$ cat config.mk
export PLATFORM = sky130hd
export DESIGN_NAME = sbus_frame_receiver_top
export DESIGN_NICKNAME = d
export VERILOG_FILES = /design/src/design/sbusfr_pkg.sv /design/src/design/sbusfr_cell.sv /design/src/design/sbus_frame_receiver_top.sv
export VERILOG_INCLUDE_DIRS = /design/src /design/src/design
export SDC_FILE = /design/constraint.sdc
export NUM_CORES = 1
export LEC_CHECK = 0
export ABC_AREA = 0
export BUFFER_PORTS_ARGS = -buffer_cell sky130_fd_sc_hd__buf_2
export CAP_MARGIN = 20
export CORE_ASPECT_RATIO = 2
export CORE_MARGIN = 2
export CORE_UTILIZATION = 50
export DETAILED_ROUTE_END_ITERATION = 12
export PLACE_DENSITY_LB_ADDON = 0.25
export REMOVE_ABC_BUFFERS = 1
export SLEW_MARGIN = 0
export SYNTH_ARGS = -nofsm -noshare
export SYNTH_HDL_FRONTEND = slang
export SYNTH_SLANG_ARGS = --single-unit
$ cat constraint.sdc
create_clock -name clk -period 20.3 [get_ports clk]
set_input_delay 4.06 -clock clk [delete_from_list [all_inputs] [get_ports clk]]
set_output_delay 4.06 -clock clk [all_outputs]
set_load 0.01 [all_outputs]
$ cat src/design/sbus_frame_receiver_top_assert.svh
// Assertion macros for the SBUS frame receiver
`ifndef SBUS_FRAME_RECEIVER_TOP_ASSERT_SVH
`define SBUS_FRAME_RECEIVER_TOP_ASSERT_SVH

// same-cycle implication, checked outside reset
`define SBUSFR_ASSERT_NOW(label, ante, cons, msg) \
  label: assert property (@(posedge clk) disable iff (rst) (ante) |-> (cons)) \
    else $error(msg);

// next-cycle implication, checked outside reset
`define SBUSFR_ASSERT_NEXT(label, ante, cons, msg) \
  label: assert property (@(posedge clk) disable iff (rst) (ante) |=> (cons)) \
    else $error(msg);

`endif

$ cat src/design/sbusfr_pkg.sv
package sbusfr_pkg;

  // frame geometry
  localparam int FRAME_BYTES = 25;
  localparam int STORE_BYTES = FRAME_BYTES - 1;
  localparam int CHANNELS    = 16;
  localparam int CH_W        = 11;
  localparam int POS_W       = $clog2(FRAME_BYTES);
  localparam int CHAN_IDX_W  = $clog2(CHANNELS);
  localparam int TICK_W      = 16;

  // flag bits in the last stored byte
  localparam int LOST_BIT     = 2;
  localparam int FAILSAFE_BIT = 3;

  // value returned for a channel number outside 1..16
  localparam logic [CH_W-1:0] CENTER_VALUE = 11'd992;

  // item kinds
  localparam logic [1:0] KIND_BYTE = 2'd0;
  localparam logic [1:0] KIND_TICK = 2'd1;
  localparam logic [1:0] KIND_READ = 2'd2;

  // result kinds
  localparam logic REPORT_FRAME = 1'b0;
  localparam logic REPORT_READ  = 1'b1;

  // register indexes
  localparam logic [1:0] CFG_START   = 2'd0;
  localparam logic [1:0] CFG_END     = 2'd1;
  localparam logic [1:0] CFG_TIMEOUT = 2'd2;

  // register reset values
  localparam logic [7:0]        START_RESET   = 8'd15;
  localparam logic [7:0]        END_RESET     = 8'd0;
  localparam logic [TICK_W-1:0] TIMEOUT_RESET = 16'd30;

  typedef logic [7:0] byte_t;
  typedef logic [CH_W-1:0] chan_t;

endpackage

$ cat src/design/sbusfr_cell.sv
// One byte stage of the frame shift line
module sbusfr_cell (
  input  logic                clk,
  input  logic                shift,
  input  sbusfr_pkg::byte_t   d,
  output sbusfr_pkg::byte_t   q
);

  sbusfr_pkg::byte_t data;

  // take the neighbour's byte when the line advances
  always_ff @(posedge clk) begin
    if (shift) begin
      data <= d;
    end
  end

  assign q = data;

endmodule

$ cat src/design/sbus_frame_receiver_top.sv
// Channel   Valid      Stall      Payload
// ------------------------------------------------------------------------
// input     in_valid   in_stall   kind, byte_value, channel_number
// output    out_valid  out_stall  report_kind, frame_accepted, channel_value,
//                                 data_valid, lost_frame, failsafe
// config    cfg_write  -          cfg_index, cfg_data
//
// One item per cycle while in_stall is low; a result appears on the output register
// in the cycle after the item that causes it. Frame bytes travel down a row of 24 byte
// cells, so the unpack at the closing byte is wiring over the cells.
// Reset is synchronous and clears position, channels, flags, counter, out_valid and the
// configuration registers; the byte cells and the output payload hold no reset value.
// in_stall is high only while a result waits in the output register and
// out_stall is high.
module sbus_frame_receiver_top (
  input  logic        clk,
  input  logic        rst,
  // input channel
  input  logic        in_valid,
  output logic        in_stall,
  input  logic [1:0]  kind,
  input  logic [7:0]  byte_value,
  input  logic [4:0]  channel_number,
  // output channel
  output logic        out_valid,
  input  logic        out_stall,
  output logic        report_kind,
  output logic        frame_accepted,
  output logic [10:0] channel_value,
  output logic        data_valid,
  output logic        lost_frame,
  output logic        failsafe,
  // configuration
  input  logic        cfg_write,
  input  logic [1:0]  cfg_index,
  input  logic [15:0] cfg_data
);

  localparam int NB = sbusfr_pkg::STORE_BYTES;
  localparam int NC = sbusfr_pkg::CHANNELS;
  localparam int CW = sbusfr_pkg::CH_W;
  localparam int PW = sbusfr_pkg::POS_W;
  localparam int TW = sbusfr_pkg::TICK_W;
  localparam int FLAT_W = (NB - 2) * 8;

  // configuration registers
  logic [7:0]    start_byte;
  logic [7:0]    end_byte;
  logic [TW-1:0] timeout_ticks;

  // block state
  logic [PW-1:0]        byte_position;
  sbusfr_pkg::chan_t    channel_store [NC];
  logic                 lost_flag;
  logic                 failsafe_flag;
  logic                 valid_flag;
  logic [TW-1:0]        elapsed_ticks;

  // byte cells, cell 0 holds the newest byte
  sbusfr_pkg::byte_t cell_q [NB];
  logic              shift;

  logic              accept;
  logic              is_byte;
  logic              is_tick;
  logic              is_read;
  logic              is_start;
  logic              collecting;
  logic              closing;
  logic              end_match;
  logic              good_frame;
  logic [FLAT_W-1:0] flat;
  logic              lost_new;
  logic              failsafe_new;
  logic              lost_next;
  logic              failsafe_next;
  logic              valid_next;
  logic [TW-1:0]     elapsed_inc;
  logic              chn_in_range;
  logic [4:0]        chn_m1;
  logic [sbusfr_pkg::CHAN_IDX_W-1:0] chn_idx;
  sbusfr_pkg::chan_t read_value;
  logic              result_gen;

  // item decode
  assign in_stall   = out_valid && out_stall;
  assign accept     = in_valid && !in_stall;
  assign is_byte    = accept && (kind == sbusfr_pkg::KIND_BYTE);
  assign is_tick    = accept && (kind == sbusfr_pkg::KIND_TICK);
  assign is_read    = accept && (kind == sbusfr_pkg::KIND_READ);
  assign is_start   = byte_value == start_byte;
  assign collecting = (byte_position != '0) && (byte_position < PW'(NB));
  assign closing    = is_byte && !is_start && (byte_position == PW'(NB));
  assign end_match  = byte_value == end_byte;
  assign good_frame = closing && end_match;
  assign shift      = is_byte && (is_start || collecting);
  assign result_gen = closing || is_read;

  // row of byte cells
  for (genvar k = 0; k < NB; k++) begin : g_cell
    if (k == 0) begin : g_head
      sbusfr_cell u_cell (.clk(clk), .shift(shift), .d(byte_value), .q(cell_q[k]));
    end else begin : g_body
      sbusfr_cell u_cell (.clk(clk), .shift(shift), .d(cell_q[k-1]), .q(cell_q[k]));
    end
  end

  // frame bytes 1..22 laid out LSB first; byte j sits in cell NB-1-j
  for (genvar j = 1; j <= NB - 2; j++) begin : g_flat
    assign flat[8*(j-1) +: 8] = cell_q[NB-1-j];
  end

  // flags from the last stored byte, which is in cell 0 at the closing byte
  assign lost_new     = cell_q[0][sbusfr_pkg::LOST_BIT];
  assign failsafe_new = cell_q[0][sbusfr_pkg::FAILSAFE_BIT];

  // saturating tick counter
  assign elapsed_inc = (elapsed_ticks == {TW{1'b1}}) ? elapsed_ticks
                                                     : elapsed_ticks + TW'(1);

  // next status flags
  always_comb begin
    lost_next     = lost_flag;
    failsafe_next = failsafe_flag;
    valid_next    = valid_flag;
    if (good_frame) begin
      lost_next     = lost_new;
      failsafe_next = failsafe_new;
      valid_next    = !lost_new && !failsafe_new;
    end else if (is_tick && (elapsed_inc > timeout_ticks)) begin
      valid_next = 1'b0;
    end
  end

  // channel read
  assign chn_in_range = (channel_number != 5'd0) && (channel_number <= 5'(NC));
  assign chn_m1       = channel_number - 5'd1;
  assign chn_idx      = chn_m1[sbusfr_pkg::CHAN_IDX_W-1:0];
  assign read_value   = chn_in_range ? channel_store[chn_idx] : sbusfr_pkg::CENTER_VALUE;

  // configuration registers
  always_ff @(posedge clk) begin
    if (rst) begin
      start_byte    <= sbusfr_pkg::START_RESET;
      end_byte      <= sbusfr_pkg::END_RESET;
      timeout_ticks <= sbusfr_pkg::TIMEOUT_RESET;
    end else if (cfg_write) begin
      case (cfg_index)
        sbusfr_pkg::CFG_START:   start_byte    <= cfg_data[7:0];
        sbusfr_pkg::CFG_END:     end_byte      <= cfg_data[7:0];
        sbusfr_pkg::CFG_TIMEOUT: timeout_ticks <= cfg_data[TW-1:0];
        default: ;
      endcase
    end
  end

  // frame position
  always_ff @(posedge clk) begin
    if (rst) begin
      byte_position <= '0;
    end else if (is_byte) begin
      if (is_start) begin
        byte_position <= PW'(1);
      end else if (collecting) begin
        byte_position <= byte_position + PW'(1);
      end else begin
        byte_position <= '0;
      end
    end
  end

  // unpacked channels, loaded on a good frame
  for (genvar c = 0; c < NC; c++) begin : g_chan
    always_ff @(posedge clk) begin
      if (rst) begin
        channel_store[c] <= '0;
      end else if (good_frame) begin
        channel_store[c] <= flat[c*CW +: CW];
      end
    end
  end

  // status flags and tick counter
  always_ff @(posedge clk) begin
    if (rst) begin
      lost_flag     <= 1'b0;
      failsafe_flag <= 1'b0;
      valid_flag    <= 1'b0;
      elapsed_ticks <= '0;
    end else begin
      lost_flag     <= lost_next;
      failsafe_flag <= failsafe_next;
      valid_flag    <= valid_next;
      if (good_frame) begin
        elapsed_ticks <= '0;
      end else if (is_tick) begin
        elapsed_ticks <= elapsed_inc;
      end
    end
  end

  // output register: valid
  always_ff @(posedge clk) begin
    if (rst) begin
      out_valid <= 1'b0;
    end else if (result_gen) begin
      out_valid <= 1'b1;
    end else if (!out_stall) begin
      out_valid <= 1'b0;
    end
  end

  // output register: payload
  always_ff @(posedge clk) begin
    if (result_gen) begin
      report_kind    <= is_read ? sbusfr_pkg::REPORT_READ : sbusfr_pkg::REPORT_FRAME;
      frame_accepted <= good_frame;
      channel_value  <= is_read ? read_value : '0;
      data_valid     <= valid_next;
      lost_frame     <= lost_next;
      failsafe       <= failsafe_next;
    end
  end

  // checks
  `include "sbus_frame_receiver_top_assert.svh"

  `SBUSFR_ASSERT_NOW(a_pos_range, 1'b1, byte_position <= PW'(NB), "frame position beyond last stored byte")
  `SBUSFR_ASSERT_NOW(a_valid_flags, valid_flag, !lost_flag && !failsafe_flag, "valid set with lost or failsafe flag")
  `SBUSFR_ASSERT_NEXT(a_close_report, closing, out_valid && (report_kind == sbusfr_pkg::REPORT_FRAME), "closing byte gave no frame report")
  `SBUSFR_ASSERT_NEXT(a_good_clears, good_frame, (elapsed_ticks == '0) && (byte_position == '0), "good frame did not clear counter and position")
  `SBUSFR_ASSERT_NEXT(a_read_answer, is_read, out_valid && (report_kind == sbusfr_pkg::REPORT_READ) && !frame_accepted, "read gave no read answer")

endmodule
## Word level (Yosys, flattened, before mapping)

Memory sizes are Yosys's and may differ from the RTL's.
Index checks and enable logic that the tools add are counted.

| word-level totals | value |
|---|---|
| logic and storage cells | 131 |
| RAM bits | 176 |
| register bits | 257 |
| output and inout bits | 18 |
| memories | 1 |

| operators by class | value |
|---|---|
| order comparisons | 3 |
| bitwise operators | 16 |
| equality and inequality tests | 9 |
| add/subtract/negate cells | 3 |
| multiplexer cells | 32 |
| reductions and logical operators | 28 |

Memory list:

| memory | depth | bits a word | read ports | clocked after Yosys merged registers in | wr ports | line | RTL |
|---|---|---|---|---|---|---|---|
| channel_store | 16 | 11 | 1 | 0 | 16 | sbus_frame_receiver_top.sv:53 | `sbusfr_pkg::chan_t channel_store [NC];` |

Operators with widths:

| kind | count |
|---|---|
| two-way mux 11 bit | 16 |
| adder 16 x 1 -> 16 bit, second input constant | 1 |
| equality test 16 bit, second input constant | 1 |
| equality test 8 bit | 2 |
| greater-than comparator 16 bit | 1 |
| two-way mux 16 bit | 1 |
| bitwise OR 1 bit | 16 |
| logical AND 1 bit | 13 |
| two-way mux 1 bit | 12 |
| two-way mux 10 bit | 1 |
| two-way mux 5 bit | 2 |
| nonzero test 5 bit | 2 |
| AND reduction 2 bit | 4 |
| adder 5 x 1 -> 5 bit, second input constant | 1 |
| equality test 5 bit, second input constant | 1 |
| <= comparator 5 bit, second input constant | 1 |
| less-than comparator 5 bit, second input constant | 1 |
| equality test 2 x 1 -> 1 bit, second input constant | 2 |
| equality test 2 bit, second input constant | 2 |
| logical NOT 1 bit | 4 |
| logical NOT 2 bit | 2 |
| subtractor 4 x 1 -> 4 bit, second input constant | 1 |
| logical OR 1 bit | 2 |
| inequality test 2 x 1 -> 1 bit, second input constant | 1 |
| OR reduction 2 bit | 1 |

## Depth between registers and ports, before layout

Gate-level depths: netlist (run 1).

| depth | value |
|---|---|
| word-level depth | 11 |
| mapped depth | 12 |
| depth with buffers taken out | 12 |

## Modules after synthesis

From an unflattened synthesis (run 1), not the netlist that was laid out.

| unflattened totals | value |
|---|---|
| cells, all modules | 1,088 |
| area, all modules | 17,310.4 µm² |

Modules (own cells, without submodules):

| module | seq. area each (µm²) | area each (µm²) | cells each | instances |
|---|---|---|---|---|
| sbus_frame_receiver_top | 6,906.6 | 11,785.1 | 904 | 1 |
| sbusfr_cell | 240.2 | 240.2 | 8 | 23 |

## Worst setup path after synthesis (run 1)

No wires, ideal clock.

| timing | value |
|---|---|
| path kind | in2reg |
| start point | input in_valid |
| end point | register g_cell[0].g_head.u_cell.data[0] (enable) |
| setup slack | 5.900 ns |
| required time | 19.510 ns |
| stages on the path | 4 |
| arrival time | 13.609 ns |
| cells stage by stage | a21bo_2 -> or3_1 -> buf_2 -> a21oi_1 |

| between the ends | value |
|---|---|
| longest elaborated chain between the ends | 3 |

RTL lines:

| element | line | RTL |
|---|---|---|
| start, declared | sbus_frame_receiver_top.sv:19 | `input logic in_valid,` |
| logical AND 1 bit | sbus_frame_receiver_top.sv:87 | `assign accept = in_valid && !in_stall;` |
| logical AND 1 bit | sbus_frame_receiver_top.sv:88 | `assign is_byte = accept && (kind == sbusfr_pkg::KIND_BYTE);` |
| logical AND 1 bit | sbus_frame_receiver_top.sv:96 | `assign shift = is_byte && (is_start \|\| collecting);` |
| net g_cell[0].g_head.u_cell.shift | sbusfr_cell.sv:4 | `input logic shift,` |
| end signal, assigned | sbusfr_cell.sv:14 | `data <= d;` |
| end, declared | sbusfr_cell.sv:9 | `sbusfr_pkg::byte_t data;` |

The timed path passes the listed nets, and every way through them passes these cells.
A chain may end at the register's enable or synchronous reset.

## Worst setup path after layout (run 1)

| timing | value |
|---|---|
| start point | input out_stall |
| end point | output in_stall |

| between the ends | value |
|---|---|
| longest elaborated chain between the ends | 1 |

RTL lines:

| element | line | RTL |
|---|---|---|
| start, declared | sbus_frame_receiver_top.sv:26 | `input logic out_stall,` |
| logical AND 1 bit | sbus_frame_receiver_top.sv:86 | `assign in_stall = out_valid && out_stall;` |
| end, declared | sbus_frame_receiver_top.sv:20 | `output logic in_stall,` |

No other way between the ends.

==> metrics.md, run 1 <==
| Metric | Value |
|---|---|
| Iteration-0 DRC Markers | `644` |
| Global-route wire length before repair | `around 50 mm` |
| Via count of the first global-routing pass | `around 9.0k` |
| Synthesized instance count | `1082` |
| Crit path launch type | `primary input` |
| Placed Area | `18000 sq um` |
| Detailed-route wire length | `32.9 mm` |
| R2R cell count | `12` |
| Type of the worst min-delay path | `reg -> reg` |
| Number of diodes | `0` |
| Crit path largest cell delay | `~0.13 ns` |
| Setup slack of the worst register-to-register path | `16.52 ns` |
| Setup Crit Path Kind | `in -> out` |
| Height of the die | `roughly 270 um` |
| Post-detailed-route via-to-cell ratio | `5.42` |
| First drt pass iteration count | `4` |
| Number of cell rows | `96` |
| Net count of the finished layout | `roughly 1.2k` |
| Worst-Skew Late Latency | `0.54 ns` |
| Number of warning messages in the yosys log | `0` |
| Signal arrival time at the worst endpoint | `4.40 ns` |
| Routed wire length per instance | `20.4 um` |
| Netlist area before placement | `17300 sq um` |
| FF-to-FF End | `data_valid$_DFFE_PP_` |
| Fraction of final layout cells with drive strength greater than 1 | `0.158` |
| GRT Overall Usage | `0.189` |
| Crit-path cells | `buf_2 -> nand2_1 -> inv_1 -> buf_2` |
| Total half-perimeter wirelength after legalization and detailed placement | `21.4 mm` |
| Total gr overflow | `0` |
| Number of resized instances in the post-cts repair step | `0` |
| Cell type of the slowest stage on the worst timing path | `sky130_fd_sc_hd__buf_2` |
| Cell depth of the worst min-delay path | `0` |
| Post-route clock period utilization | `0.417` |
| Via count of the routed design | `8720` |
| Maximum VDD drop | `between 0.00006 and 0.00007 V` |
| Power density over the cells | `91.8 nW/um^2` |
| Number of enable flip-flop cells after synthesis | `376` |
| Maximum net fanout on the critical path | `2` |
| Number of top-level pins | `56` |
| Data required, critical path | `16.24 ns` |
| Root buffer cell | `sky130_fd_sc_hd__clkbuf_16` |
| CP most frequent cell | `sky130_fd_sc_hd__buf_2` |
| Initial antenna violation count | `0` |
| DRT antenna net count | `0` |
| Hold endpoint | `g_cell[1].g_body.u_cell.q[6]$_DFFE_PP_` |
| RSZ-0062 raised after global routing | `false` |
| Setup Skew | `0.0220 ns` |
| Share of the synthesized area in the top cell type | `0.653` |
| Critical path buffers and inverters | `3` |
| Setup crit end kind | `output pin` |
| Dominant cells by area after synthesis | `sky130_fd_sc_hd__edfxtp_1, sky130_fd_sc_hd__dfxtp_1, sky130_fd_sc_hd__and2_1` |
| Detailed-route DRC error count | `0` |
| Synth async-reset ratio | `0` |
| Final total negative setup slack | `0 ns` |
| CTS buffer count | `38` |
| Register clock-pin slew on the reported worst setup and hold paths | `0.07 ns` |
| Initial cell density of the core | `0.505` |
| TritonCTS clock tree | `done` |
| Relative max-transition margin | `0.269` |
| Max H-tree Level | `2` |
| Final setup violation count | `0` |
| Worst r2r src | `elapsed_ticks[0]$_SDFFE_PP0P_` |
| Post-synth top flop | `sky130_fd_sc_hd__edfxtp_1` |
| Sink Count | `roughly 430` |
| Achievable Freq | `0.118 GHz` |
| Count of port buffers added during placement | `55` |
| Worst Tran Pin Value | `roughly 1.1 ns` |
| Hold buffers post-CTS | `0` |
| Average instance area after synthesis | `16.0 sq um` |
| Die Wd | `135 um` |
| Outcome | `finished clean` |
| Cell taking the most area after synthesis | `sky130_fd_sc_hd__edfxtp_1` |
| # Max-Cap Violations | `0` |
| Area growth syn-to-layout | `11.0%` |
| Pin count of the biggest net entering global routing | `193` |
| Deepest clock path buffer count | `3` |
| Distinct cells, synth | `57` |
| Register bit total from synthesis | `between 400 and 500` |
| Leak pwr | `6.66 nW` |
| Post-synthesis sequential area ratio | `0.719` |
| Area inside the core boundary | `34200 sq um` |
| # Post-CTS Setup Buffers | `0` |
| Global placer's final weighted congestion | `0.817` |
| Minimum clock period | `8.46 ns` |
| Max-slew violation count | `0` |
| Depth of the critical timing path with buffers and inverters included | `4` |
| Cell class contributing the biggest share of worst-path delay | `buffers and inverters` |
| Final Hold Viols | `0` |
| Worst min-delay path startpoint | `g_cell[0].g_head.u_cell.q[6]$_DFFE_PP_` |
| Final non-filler cell area | `19200 sq um` |
| Area of the die | `36200 sq um` |
[how the worst max path moves through the flow]
stage,slack (ns),to,startpoint
2_1_floorplan,5.94,g_cell[0].g_head.u_cell.q[0]$_DFFE_PP_,in_valid
3_3_place_gp,11.83,in_stall,out_stall
3_5_place_dp,11.84,in_stall,out_stall
4_1_cts,11.84,in_stall,out_stall
5_1_grt,11.82,in_stall,out_stall
6_report,11.84,in_stall,out_stall
[cell usage in the layout, fill, tap and decap left out, types with 5 or more instances in the layout]
| cell type | count |
|---|---|
| sky130_fd_sc_hd__edfxtp_1 | 376 |
| sky130_fd_sc_hd__and2_1 | 179 |
| sky130_fd_sc_hd__nand2_1 | 61 |
| sky130_fd_sc_hd__dfxtp_1 | 57 |
| sky130_fd_sc_hd__buf_2 | 54 |
| sky130_fd_sc_hd__mux4_2 | 49 |
| sky130_fd_sc_hd__clkbuf_16 | 39 |
| sky130_fd_sc_hd__nor2_1 | 36 |
| sky130_fd_sc_hd__a21oi_1 | 34 |
| sky130_fd_sc_hd__inv_1 | 31 |
| sky130_fd_sc_hd__xor2_1 | 25 |
| sky130_fd_sc_hd__mux2i_1 | 24 |
| sky130_fd_sc_hd__ha_1 | 20 |
| sky130_fd_sc_hd__nand3_1 | 19 |
| sky130_fd_sc_hd__a211oi_1 | 12 |
| sky130_fd_sc_hd__xnor2_1 | 11 |
| sky130_fd_sc_hd__clkinv_1 | 11 |
| sky130_fd_sc_hd__o211ai_1 | 10 |
| sky130_fd_sc_hd__buf_4 | 9 |
| sky130_fd_sc_hd__nor2b_1 | 8 |
| sky130_fd_sc_hd__nor3_1 | 7 |
| sky130_fd_sc_hd__o21ai_0 | 7 |
| sky130_fd_sc_hd__nand4_1 | 6 |
| sky130_fd_sc_hd__clkbuf_1 | 6 |
| sky130_fd_sc_hd__nor4_1 | 5 |
[where the power goes]
group | internal [W] | switching (W)
Clock | 0.000370 | 0.000321
Sequential | 0.000983 | 0.00000789
Combinational | 0.0000341 | 0.0000454
[cell type report]
type	instances	area [sq um]
repair buffers	65	378
clock buffers	45	998
fillers	2712	15000
clock inverters	25	185
inverters	32	120
well taps	441	552
multi-input cells	568	4530
flip-flops and latches	433	12400
[stage by stage]
stage / util / worst slack [ns] / hold slack, ns / total power [W] / cells
floorplan: - / 5.94 / 0.400 / 0.00106 / 1033
global placement: 0.526 / 11.83 / 0.401 / 0.00109 / 1539
detailed placement: 0.526 / 11.84 / 0.408 / 0.00109 / 1539
CTS: 0.561 / 11.84 / 0.423 / 0.00178 / 1609
global route: 0.561 / 11.82 / 0.426 / 0.00182 / 1609
finish: 0.561 / 11.84 / 0.421 / 0.00176 / 1609
[sequential cells by signal, indices dropped and copies added, names as in the netlist, 5 cells and up]
| name | cells |
|---|---|
| channel_store | 176 |
| g_cell.g_body.u_cell.q | 176 |
| elapsed_ticks | 16 |
| timeout_ticks | 16 |
| channel_value | 11 |
| end_byte | 8 |
| g_cell.g_head.u_cell.q | 8 |
| start_byte | 8 |
| byte_position | 5 |
[routing by layer]
metal,share of wire,track usage
met1,0.36,0.205
met2,0.58,0.363
met3,0.031,0.0266
met4,0.035,0.0752
met5,0,0
[kinds of logic after synthesis]
kind of cell / Yosys count / share of synthesized area
compound gates: 89 / 0.0339
xor+xnor: 38 / 0.0193
fa+ha+maj: 21 / 0.0152
buf+inv: 81 / 0.0209
flops: 433 / 0.719
mux: 76 / 0.0797
simple gates: 344 / 0.112
[Yosys cell counts, drive strengths merged, types with 6 or more instances]
master  number
xor2        25
buf         31
dfxtp       57
a211oi      12
nor2        36
nor4         6
mux2i       24
nand2       61
o21ai        8
clkbuf      18
xnor2       13
and2       179
ha          21
inv         31
nand3       20
nand4        6
o211ai      10
a21oi       35
nor2b        8
nor3         8
mux4        49
edfxtp     376
[worst register-to-register path: cells and delay by family (launching register included)]
kind	cells	cell delay [ns]
xor+xnor	1	0.09
flops	1	0.43
fa+ha+maj	2	0.59
simple gates	6	1.68
compound gates	3	0.74
Note: power is estimated with default switching activity, not from simulation.
==> inputs of run 2 (changes only) <==
==> constraint.sdc (replaced) <==
create_clock -name clk -period 7.3 [get_ports clk]
set_input_delay 1.46 -clock clk [delete_from_list [all_inputs] [get_ports clk]]
set_output_delay 1.46 -clock clk [all_outputs]
set_load 0.01 [all_outputs]
==> metrics.md, run 2 (synthesis results as in run 1) <==
| Metric | Value |
|---|---|
| CTS buffer count | `38` |
| # Post-CTS Setup Buffers | `0` |
| First drt pass iteration count | `5` |
| Setup Crit Path Kind | `in -> reg` |
| Max-slew violation count | `0` |
| RSZ-0062 raised after global routing | `false` |
| Via count of the first global-routing pass | `9145` |
| R2R cell count | `12` |
| Total half-perimeter wirelength after legalization and detailed placement | `22.5 mm` |
| Signal arrival time at the worst endpoint | `3.86 ns` |
| Cell depth of the worst min-delay path | `0` |
| Count of port buffers added during placement | `55` |
| Deepest clock path buffer count | `3` |
| Minimum clock period | `3.72 ns` |
| Achievable Freq | `about 0.27 GHz` |
| Register clock-pin slew on the reported worst setup and hold paths | `0.06 ns` |
| Maximum net fanout on the critical path | `around 190` |
| GRT Overall Usage | `0.194` |
| Outcome | `finished clean` |
| Number of diodes | `0` |
| Pin count of the biggest net entering global routing | `between 150 and 200` |
| Final setup violation count | `0` |
| Detailed-route DRC error count | `0` |
| Post-detailed-route via-to-cell ratio | `between 5 and 6` |
| Area inside the core boundary | `roughly 34000 sq um` |
| Root buffer cell | `sky130_fd_sc_hd__clkbuf_16` |
| Worst Tran Pin Value | `between 1 and 1.5 ns` |
| Final cell utilization of the core | `0.562` |
| Detailed-route wire length | `around 34 mm` |
| DRT antenna net count | `0` |
| Power density over the cells | `256 nW/um^2` |
| Leading cell types in the layout, fill and taps excluded | `sky130_fd_sc_hd__edfxtp_1, sky130_fd_sc_hd__and2_1, sky130_fd_sc_hd__nand2_1, sky130_fd_sc_hd__dfxtp_1, sky130_fd_sc_hd__buf_2` |
| Global-route wire length before repair | `slightly above 50 mm` |
| Setup Skew | `0.0184 ns` |
| Via count of the routed design | `roughly 8.7k` |
| Routed wl met3 | `1.03 mm` |
| Global placer's final weighted congestion | `0.832` |
| Hold buffers post-CTS | `0` |
| Uppermost layer routed | `met4` |
| Max H-tree Level | `2` |
| Number of resized instances in the post-cts repair step | `0` |
| Initial cell density of the core | `0.505` |
| Die Wd | `approximately 140 um` |
| Total gr overflow | `0` |
| # Max-Cap Violations | `0` |
| Relative max-transition margin | `0.307` |
| Routed wire length per instance | `20.9 um` |
| Met2 wire length | `19.9 mm` |
| Crit path launch type | `primary input` |
| Leak pwr | `6.69 nW` |
| Area growth syn-to-layout | `11.4%` |
| Post-route met1 wirelength | `11.4 mm` |
| Final Hold Viols | `0` |
| Initial antenna violation count | `0` |
| Fraction of final layout cells with drive strength greater than 1 | `0.163` |
| Post-route clock period utilization | `0.509` |
| Worst-Skew Late Latency | `around 0.54 ns` |
| Height of the die | `between 200 and 300 um` |
| Setup crit end kind | `register` |
| TritonCTS clock tree | `done` |
| Type of the worst min-delay path | `reg -> reg` |
| Maximum VDD drop | `0.000181 V` |
| Data required, critical path | `7.45 ns` |
| Number of top-level pins | `56` |
| Fin Hold WS | `0.420 ns` |
| Area of the die | `36200 sq um` |
| Most common library cell in the layout ignoring fill and taps | `sky130_fd_sc_hd__edfxtp_1` |
| Number of cell rows | `96` |
| Iteration-0 DRC Markers | `641` |
| Net count of the finished layout | `1200` |
| Sink Count | `433` |
[run 2: cell count changes in the layout (fill, tap and decap cells not counted), sizes merged]
| cell | delta |
|---|---|
| clkinv | -10 |
| buf | +3 |
| clkinvlp | -1 |
| inv | +4 |
| clkbuf | +3 |
[run 2: area by class of cell]
class	count	area [sq um]
fill	2697	15000
sequential	433	12400
multi-input combinational	568	4530
clock buffer	48	1030
tap	441	552
timing repair buffer	68	433
clock inverter	18	158
inverter	32	120
[run 2: power breakdown]
| group | internal (W) | total [W] | leakage (nW) | switching (W) |
|---|---|---|---|---|
| sequential | 0.00273 | 0.00276 | 3.96 | 0.0000229 |
| clock | 0.00105 | 0.00195 | 0.577 | 0.000896 |
| combinational | 0.0000955 | 0.000221 | 2.15 | 0.000125 |
| total | 0.00388 | 0.00493 | 6.69 | 0.00104 |
[run 2: per-layer routing]
layer	vias up	GRT usage
met5	-	0
met4	0	0.0774
met3	67	0.0217
met2	189	0.387
met1	4296	0.201
li1	4126	-
[run 2: worst paths after layout]
check | from | endpoint | slack [ns]
worst max-delay path | byte_value[7] | channel_store[8][8]$_SDFFCE_PN0P_ | 3.58
worst min-delay path | g_cell[0].g_head.u_cell.q[4]$_DFFE_PP_ | g_cell[1].g_body.u_cell.q[4]$_DFFE_PP_ | 0.42
worst max register to register | elapsed_ticks[0]$_SDFFE_PP0P_ | data_valid$_DFFE_PP_ | 3.65
worst min register to register | g_cell[0].g_head.u_cell.q[4]$_DFFE_PP_ | g_cell[1].g_body.u_cell.q[4]$_DFFE_PP_ | 0.42
[run 2: worst max-delay path, stage by stage]
cell and delay, ns:
sky130_fd_sc_hd__buf_2 0.13, sky130_fd_sc_hd__xor2_1 0.18, sky130_fd_sc_hd__nor4_1 0.56, sky130_fd_sc_hd__nand3_1 0.39, sky130_fd_sc_hd__o21ai_4 0.25, sky130_fd_sc_hd__buf_12 0.73
[run 2: stage by stage]
step | cells | power, W | setup WS (ns) | TNS [ns] | cell area (sq um)
6_report | 1608 | 0.00493 | 3.58 | 0 | 19200
5_1_grt | 1608 | 0.00508 | 3.34 | 0 | 19200
4_1_cts | 1608 | 0.00498 | 3.54 | 0 | 19200
3_5_place_dp | 1542 | 0.00304 | 3.01 | 0 | 18100
3_3_place_gp | 1541 | 0.00303 | 2.58 | 0 | 18000
2_1_floorplan | 1033 | 0.00295 | -4.46 | -902.13 | 17000
==> inputs of run 3 (changes only) <==
==> constraint.sdc (replaced) <==
create_clock -name clk -period 3.1 [get_ports clk]
set_input_delay 0.62 -clock clk [delete_from_list [all_inputs] [get_ports clk]]
set_output_delay 0.62 -clock clk [all_outputs]
set_load 0.01 [all_outputs]
==> metrics.md, run 3 (synthesis results as in run 1) <==
| Metric | Value |
|---|---|
| Logic gate share of total power | `0.048` |
| First drt pass iteration count | `4` |
| Global placer's final weighted congestion | `0.847` |
| Maximum VDD drop | `roughly 0.00041 V` |
| Worst min-delay path startpoint | `byte_value[2]` |
| Leak pwr | `7.06 nW` |
| Detailed-route DRC error count | `0` |
| Number of diodes | `0` |
| FF-to-FF End | `data_valid$_DFFE_PP_` |
| Worst Tran Pin Value | `0.836 ns` |
| Depth of the critical timing path with buffers and inverters included | `10` |
| R2R cell count | `10` |
| Post-route clock period utilization | `0.960` |
| Sink Count | `433` |
| Internal power component | `0.00944 W` |
| Via count of the first global-routing pass | `9351` |
| Max H-tree Level | `2` |
| DRT antenna net count | `0` |
| Total gr overflow | `0` |
| Share of power burned in registers | `0.545` |
| Global-route wire length before repair | `52.8 mm` |
| Net count of the finished layout | `1253` |
| Leading cell types in the layout, fill and taps excluded | `sky130_fd_sc_hd__edfxtp_1, sky130_fd_sc_hd__and2_1, sky130_fd_sc_hd__nand2_1, sky130_fd_sc_hd__buf_2, sky130_fd_sc_hd__buf_4` |
| Setup Crit Path Kind | `reg -> reg` |
| Outcome | `finished clean` |
| Hold buffers post-CTS | `0` |
| Detailed-route wire length | `about 35 mm` |
| Deepest clock path buffer count | `3` |
| Final setup violation count | `0` |
| Final cell utilization of the core | `0.582` |
| Max-slew violation count | `0` |
| Type of the worst min-delay path | `in -> reg` |
| Cell depth of the worst min-delay path | `1` |
| Net switching power | `0.00246 W` |
| Minimum clock period | `2.98 ns` |
| Relative max-transition margin | `0.441` |
| Maximum net fanout on the critical path | `4` |
| RSZ-0062 raised after global routing | `true` |
| Setup slack of the worst register-to-register path | `0.12 ns` |
| Iteration-0 DRC Markers | `497` |
| Number of top-level pins | `56` |
| Area of the die | `36200 sq um` |
| Root buffer cell | `sky130_fd_sc_hd__clkbuf_16` |
| Crit-path cells | `nand3_2 -> or3_1 -> nor3_2 -> mux2_2 -> ha_4 -> nand4_1 -> or3_4 -> a21o_1 -> a31oi_4 -> o31ai_2` |
| Non-filler cells, final | `1663` |
| Data required, critical path | `3.40 ns` |
| Placed insts | `1596` |
| Die Wd | `135 um` |
| Setup crit end kind | `register` |
| Initial cell density of the core | `0.505` |
| Total half-perimeter wirelength after legalization and detailed placement | `24.0 mm` |
| Most common library cell in the layout ignoring fill and taps | `sky130_fd_sc_hd__edfxtp_1` |
| Count of port buffers added during placement | `between 50 and 60` |
| Fin Hold WS | `0.303 ns` |
| Final Hold Viols | `0` |
| Crit path largest cell delay | `0.40 ns` |
| Height of the die | `267 um` |
| Fraction of final layout cells with drive strength greater than 1 | `0.213` |
| Hold endpoint | `g_cell[0].g_head.u_cell.q[2]$_DFFE_PP_` |
| Part of the power in the clock network | `0.407` |
| Area growth syn-to-layout | `15.4%` |
| Achievable Freq | `approximately 0.34 GHz` |
| CTS buffer count | `38` |
| Setup Skew | `0.0139 ns` |
| Area inside the core boundary | `34200 sq um` |
| TritonCTS clock tree | `done` |
| GRT Overall Usage | `0.198` |
| Routed wire length per instance | `a little over 20 um` |
| # Max-Cap Violations | `0` |
| Initial antenna violation count | `0` |
| Signal arrival time at the worst endpoint | `3.28 ns` |
| Number of cell rows | `96` |
| Register clock-pin slew on the reported worst setup and hold paths | `0.06 ns` |
| Switching share of power | `0.207` |
| Post-detailed-route via-to-cell ratio | `between 5 and 6` |
| Pin count of the biggest net entering global routing | `64` |
| Critical path buffers and inverters | `0` |
| Worst r2r src | `elapsed_ticks[7]$_SDFFE_PP0P_` |
| Power density over the cells | `597 nW/um^2` |
| Worst-Skew Late Latency | `about 0.55 ns` |
| Crit path launch type | `register` |
| Cell type of the slowest stage on the worst timing path | `sky130_fd_sc_hd__or3_1` |
| Cell class contributing the biggest share of worst-path delay | `simple AND/OR/NAND/NOR gates` |
| Via count of the routed design | `9007` |
run 3: cell count changes in the layout (fill, tap and decap cells not counted), sizes merged:
| cell | previous run | this run |
|---|---|---|
| inv | 37 | 32 |
| bufinv | 1 | 4 |
| clkinvlp | 3 | 2 |
| clkbuf | 48 | 46 |
| clkinv | 9 | 16 |
| buf | 68 | 121 |
run 3: how the worst max path moves through the flow:
| stage | start | end |
|---|---|---|
| 6_report | elapsed_ticks[7]$_SDFFE_PP0P_ | data_valid$_DFFE_PP_ |
| 5_1_grt | elapsed_ticks[4]$_SDFFE_PP0P_ | data_valid$_DFFE_PP_ |
| 4_1_cts | elapsed_ticks[0]$_SDFFE_PP0P_ | data_valid$_DFFE_PP_ |
| 3_5_place_dp | elapsed_ticks[3]$_SDFFE_PP0P_ | data_valid$_DFFE_PP_ |
| 3_3_place_gp | elapsed_ticks[3]$_SDFFE_PP0P_ | data_valid$_DFFE_PP_ |
| 2_1_floorplan | in_valid | g_cell[0].g_head.u_cell.q[0]$_DFFE_PP_ |
run 3: per-layer routing:
metal / up-vias / global-route usage / part of all wire
li1: 4239 / - / -
met1: 4549 / 0.201 / 0.34
met2: 160 / 0.402 / 0.60
met3: 59 / 0.0239 / 0.027
met4: 0 / 0.0684 / 0.029
met5: - / 0 / 0
run 3: final cells by class:
type	instances	area (sq um)
Clock buffer	46	1040
Clock inverter	22	215
Fill cell	2649	14300
Inverter	32	120
Multi-Input combinational cell	568	4630
Sequential cell	433	12400
Tap cell	441	552
Timing Repair Buffer	121	936
run 3: power groups by stage:
| stage | combinational, W | clock [W] | sequential [W] |
|---|---|---|---|
| after floorplan | 0.000331 | 0 | 0.00662 |
| after global routing | 0.000612 | 0.00512 | 0.00650 |
| final | 0.000568 | 0.00485 | 0.00649 |
| after detailed placement | 0.000575 | 0 | 0.00662 |
| after CTS | 0.000579 | 0.00493 | 0.00649 |
| after global placement | 0.000567 | 0 | 0.00661 |
run 3: per-stage QoR:
stage                     TNS [ns]  power, W  worst slack, ns  area (sq um)
after global placement     -0.0910   0.00717          -0.0910         18600
after global routing       -0.0196    0.0122          -0.0196         19900
after floorplan           -2301.65   0.00695            -7.82         17000
after CTS                        0    0.0120          0.00298         19900
final                            0    0.0119            0.124         19900
after detailed placement    -0.202   0.00719           -0.166         18600
run 3: worst register-to-register path, delay by kind of cell (launching register included):
family,cells,cell delay [ns]
adder cells (fa/ha/maj),1,0.28
multiplexers,1,0.38
AO/OA/AOI/OAI,3,0.47
flip-flops,1,0.36
AND/OR/NAND/NOR,5,1.24
run 3: timing repair:
action,in CTS,in global routing
pin swaps,2,2
resized for setup,15,9
setup buffers,0,0
endpoints found under the setup margin,2,2
